<file path="config.mk">
export PLATFORM = sky130hd
export DESIGN_NAME = bwic_ram
export DESIGN_NICKNAME = d
export VERILOG_FILES = /design/src/design/assert_macros.svh /design/src/design/bwic_ram.sv
export SDC_FILE = /design/constraint.sdc
export NUM_CORES = 1
export LEC_CHECK = 0
export BUFFER_PORTS_ARGS = -buffer_cell sky130_fd_sc_hd__buf_4
export CORE_ASPECT_RATIO = 1.2
export CORE_MARGIN = 8
export CORE_UTILIZATION = 50
export CTS_BUF_LIST = sky130_fd_sc_hd__clkbuf_4
export CTS_CLUSTER_DIAMETER = 40
export CTS_CLUSTER_SIZE = 40
export DETAILED_ROUTE_END_ITERATION = 8
export HOLD_SLACK_MARGIN = 0.03
export PLACE_DENSITY = 0.78
export SLEW_MARGIN = 20
export SYNTH_ARGS = -nofsm -noshare
export SYNTH_HDL_FRONTEND = slang
export SYNTH_SLANG_ARGS = --single-unit
</file>
<file path="constraint.sdc">
create_clock -name clk -period 3 [get_ports clk]
set_input_delay 0 -clock clk [delete_from_list [all_inputs] [get_ports clk]]
set_output_delay 0 -clock clk [all_outputs]
set_load 0.005 [all_outputs]
</file>
<file path="src/design/assert_macros.svh">
// Assertion macros shared by the filter cascade RTL.
// Each macro expands to one labeled concurrent assertion that reports by $error.
`ifndef ASSERT_MACROS_SVH
`define ASSERT_MACROS_SVH

// Same-cycle implication, disabled while reset is asserted.
`define ASSERT_IMP(lbl, clk, rst_n, ante, cons, msg) \
	lbl: assert property (@(posedge clk) disable iff (!rst_n) (ante) |-> (cons)) \
	else $error(msg);

// Next-cycle implication, disabled while reset is asserted.
`define ASSERT_NXT(lbl, clk, rst_n, ante, cons, msg) \
	lbl: assert property (@(posedge clk) disable iff (!rst_n) (ante) |=> (cons)) \
	else $error(msg);

`endif

</file>
<file path="src/design/bwic_ram.sv">
// Generic simple dual-port RAM with one write port and a registered read port.
// Depends on nothing.
`default_nettype none

module bwic_ram #(
	parameter int WIDTH = 32,
	parameter int DEPTH = 16
) (
	input  wire logic                     clk,
	input  wire logic                     we,
	input  wire logic [$clog2(DEPTH)-1:0] waddr,
	input  wire logic [WIDTH-1:0]         wdata,
	input  wire logic [$clog2(DEPTH)-1:0] raddr,
	output logic      [WIDTH-1:0]         rdata
);

	logic [WIDTH-1:0] mem_q [DEPTH];

	// Write port.
	always_ff @(posedge clk) begin
		if (we) begin
			mem_q[waddr] <= wdata;
		end
	end

	// Registered read port.
	always_ff @(posedge clk) begin
		rdata <= mem_q[raddr];
	end

endmodule

`default_nettype wire

</file>
==> results.yml <==
run_status:
  outcome: "completed"
floorplanning:
  dieHeight_um: 234
  die_w_um: 198
  start_util_pct: 50.3
  rows: 80
  io_pins: 74
  core_mm2: 0.0394
  die_area_mm2: 0.0464
worst_setup_path:
  critPathMaxStageDelay_ps: 720
  critical_path.top_delay_family: "buffers and inverters"
  required_ps: 3470
  cp-start-kind: "input port"
  crit_slowest_cell: "dlygate4sd3_1"
  r2r-start: "mem_q[2][28]"
  reg2reg_to: "rdata[28]"
  worstPathMaxFanout: 24
  critical_path.cell_chain: "dlygate4sd3_1 > buf_4 > or3b_2 > dlygate4sd3_1 > nor2_4 > buf_4"
  critical_path_buf_inv_count: 4
  worst_ep_arrival_time_ps: 2980
  r2r_cells: 4
  worst_setup_path_end_kind: "flip-flop"
  worstSetupPathType: "in -> reg"
  r2r_slack_ps: 1060
drt:
  wl_per_cell_um: 25.0
  antenna_left: 0
  drtPass1Iterations: 5
  drc: 0
  wirelength_um: 39900
  drt_iter0_markers: 964
  routed_via_density: 5.79
  vias: 9254
clocking:
  clkTransAtPathRegs_ps: 190
  cts.path.max_buffers: 3
  cts-root-buf: "clkbuf_4"
  cts_tree: "built"
  cts_resized: 0
  cts_setup_buffers: 0
  clock_latency_ps: 770
  cts.sinks: 544
  htree_levels: 2
  cts_made_buffers: 42
  cts_hold_buffers: 82
pwr:
  p_per_area_mw_per_mm2: 572
  ir_drop_mv: 0.289
  p_total_w: 0.0131
  leakage_nw: 7.33
min_path:
  hold_start: "wdata[1]"
  min_to: "mem_q[6][1]"
  hp-class: "in -> reg"
  holdPathStages: 2
placed_design:
  placed_cells: 1436
  gp_congestion: 0.744
  port_buffers: 73
  dp_hpwl_um: 22900
  placed_area_mm2: 0.0213
yosys:
  syn_avg_cell_area_um2: 23.7
  netlist_top_cells_area: "edfxtp_1 77%, mux4_2 15%, dfxtp_1 3.2%, a22oi_1 2.4%, nand2_1 0.62%"
  synthXorXnorAreaFrac_pct: 0
  yosysSeqAreaShare_pct: 80.7
  yosys.area_share.simple_pct: 1.27
  synthesis.nets: 880
  synthMuxAreaShare_pct: 14.5
  synth.cell_area_mm2: 0.0199
  synth_top_cell_by_area: "edfxtp_1"
  yosysUniqueCellTypes: 18
  yosys_warnings: 0
  synthArstFlopShare_pct: 0
  synth_top_family_by_area: "multiplexers"
  synth_seq_cells: 544
  ys.flop_type: "edfxtp_1"
  syn_inst: 838
  synth-compound-area-share_pct: 2.42
  synth-edff-count: 512
  yosys.area.top_type_share_pct: 77.4
  synth_fa_ha_area_share_pct: 0
layout:
  fin_cells: 1597
  syn2layout_area_growth_pct: 15.3
  nets: 1071
  final_common_cell: "edfxtp_1"
  drive_gt1_share_pct: 31.1
  fin_area_mm2: 0.0229
  layout_common_cells: "512 x edfxtp_1, 128 x mux4_2, 101 x buf_4, 82 x dlygate4sd3_1, 64 x a22oi_1"
global_routing:
  grt_pass1_wl_um: 60300
  grtUsageTotal_pct: 17.5
  grt.overflow.total: 0
  grt_max_degree: 52
  antenna_found_initial: 2
  grt_pass1_vias: 9855
timing:
  finalCritPeriodShare_pct: 83.7
  max_freq_ghz: 0.398
  hold_viol: 0
  setup_viol: 0
  period_needed_ps: 2510
  fin_setup_tns_ps: 0
  fin_skew_ps: 34.9
  slew_headroom_pct: 27.2
  hold-worst-slack_ps: 94.1
  drv_slew: 0
  grt_setup_unrepaired: "false"
  tightest_slew_ps: 1090
job:
  max_cap_violations: 0
cell usage after synthesis (4+ instances only):
cell type  instances
edfxtp_1         512
mux4_2           128
a22oi_1           64
nand2_1           33
dfxtp_1           32
clkbuf_1          17
nor2_1            13
buf_4             11
buf_1              9
buf_2              4
nor3_1             4
layout make-up:
| type | count | area (um^2) |
|---|---|---|
| repair buffers | 190 | 1710 |
| well taps | 533 | 667 |
| flip-flops and latches | 544 | 16000 |
| multi-input cells | 251 | 3760 |
| diodes | 2 | 5.00 |
| fillers | 2777 | 16500 |
| clock buffers | 46 | 345 |
| clock inverters | 31 | 392 |
power by group:
| group | switching [W] | internal (W) | total [W] | leakage (nW) |
|---|---|---|---|---|
| registers | 0.0000585 | 0.00849 | 0.00854 | 4.89 |
| logic | 0.000447 | 0.000421 | 0.000868 | 2.04 |
| clock network | 0.00254 | 0.00114 | 0.00367 | 0.396 |
state kept, by name, indices dropped and copies added (netlist names):
name,flops
mem_q,512
rdata,32
cell families (layout without fill, tap and decap cells):
| family | after synthesis | after routing |
|---|---|---|
| other | 0 | 2 |
| and+or+nand+nor | 59 | 59 |
| buffers and inverters | 43 | 267 |
| muxes | 128 | 128 |
| AOI/OAI and AO/OA | 64 | 64 |
| DFF | 544 | 544 |
worst max-delay path by stage:
stage                   from           end  slack [ps]  cells after the start
floorplan           waddr[2]   mem_q[8][0]         120                      2
global placement    waddr[2]  mem_q[2][18]        1000                      4
detailed placement  waddr[2]  mem_q[2][19]         940                      4
CTS                 waddr[2]  mem_q[2][12]         560                      6
global route        waddr[2]  mem_q[2][14]         460                      6
finish              waddr[2]  mem_q[2][12]         490                      6
metrics by stage:
step	util (%)	worst slack, ps
after floorplan	-	121
after global placement	54.1	1000
after detailed placement	54.1	945
after CTS	58.0	564
after global routing	58.0	465
final	58.0	488
metal layers:
metal / vias to the layer above / global-route usage [%] / share of wire (%)
met4: 0 / 5.98 / 2.6
met3: 64 / 2.83 / 7.4
met2: 372 / 29.4 / 51
met5: - / 0 / 0
met1: 4851 / 23.1 / 39
li1: 3967 / - / -
Note: power is estimated with default switching activity, not from simulation.
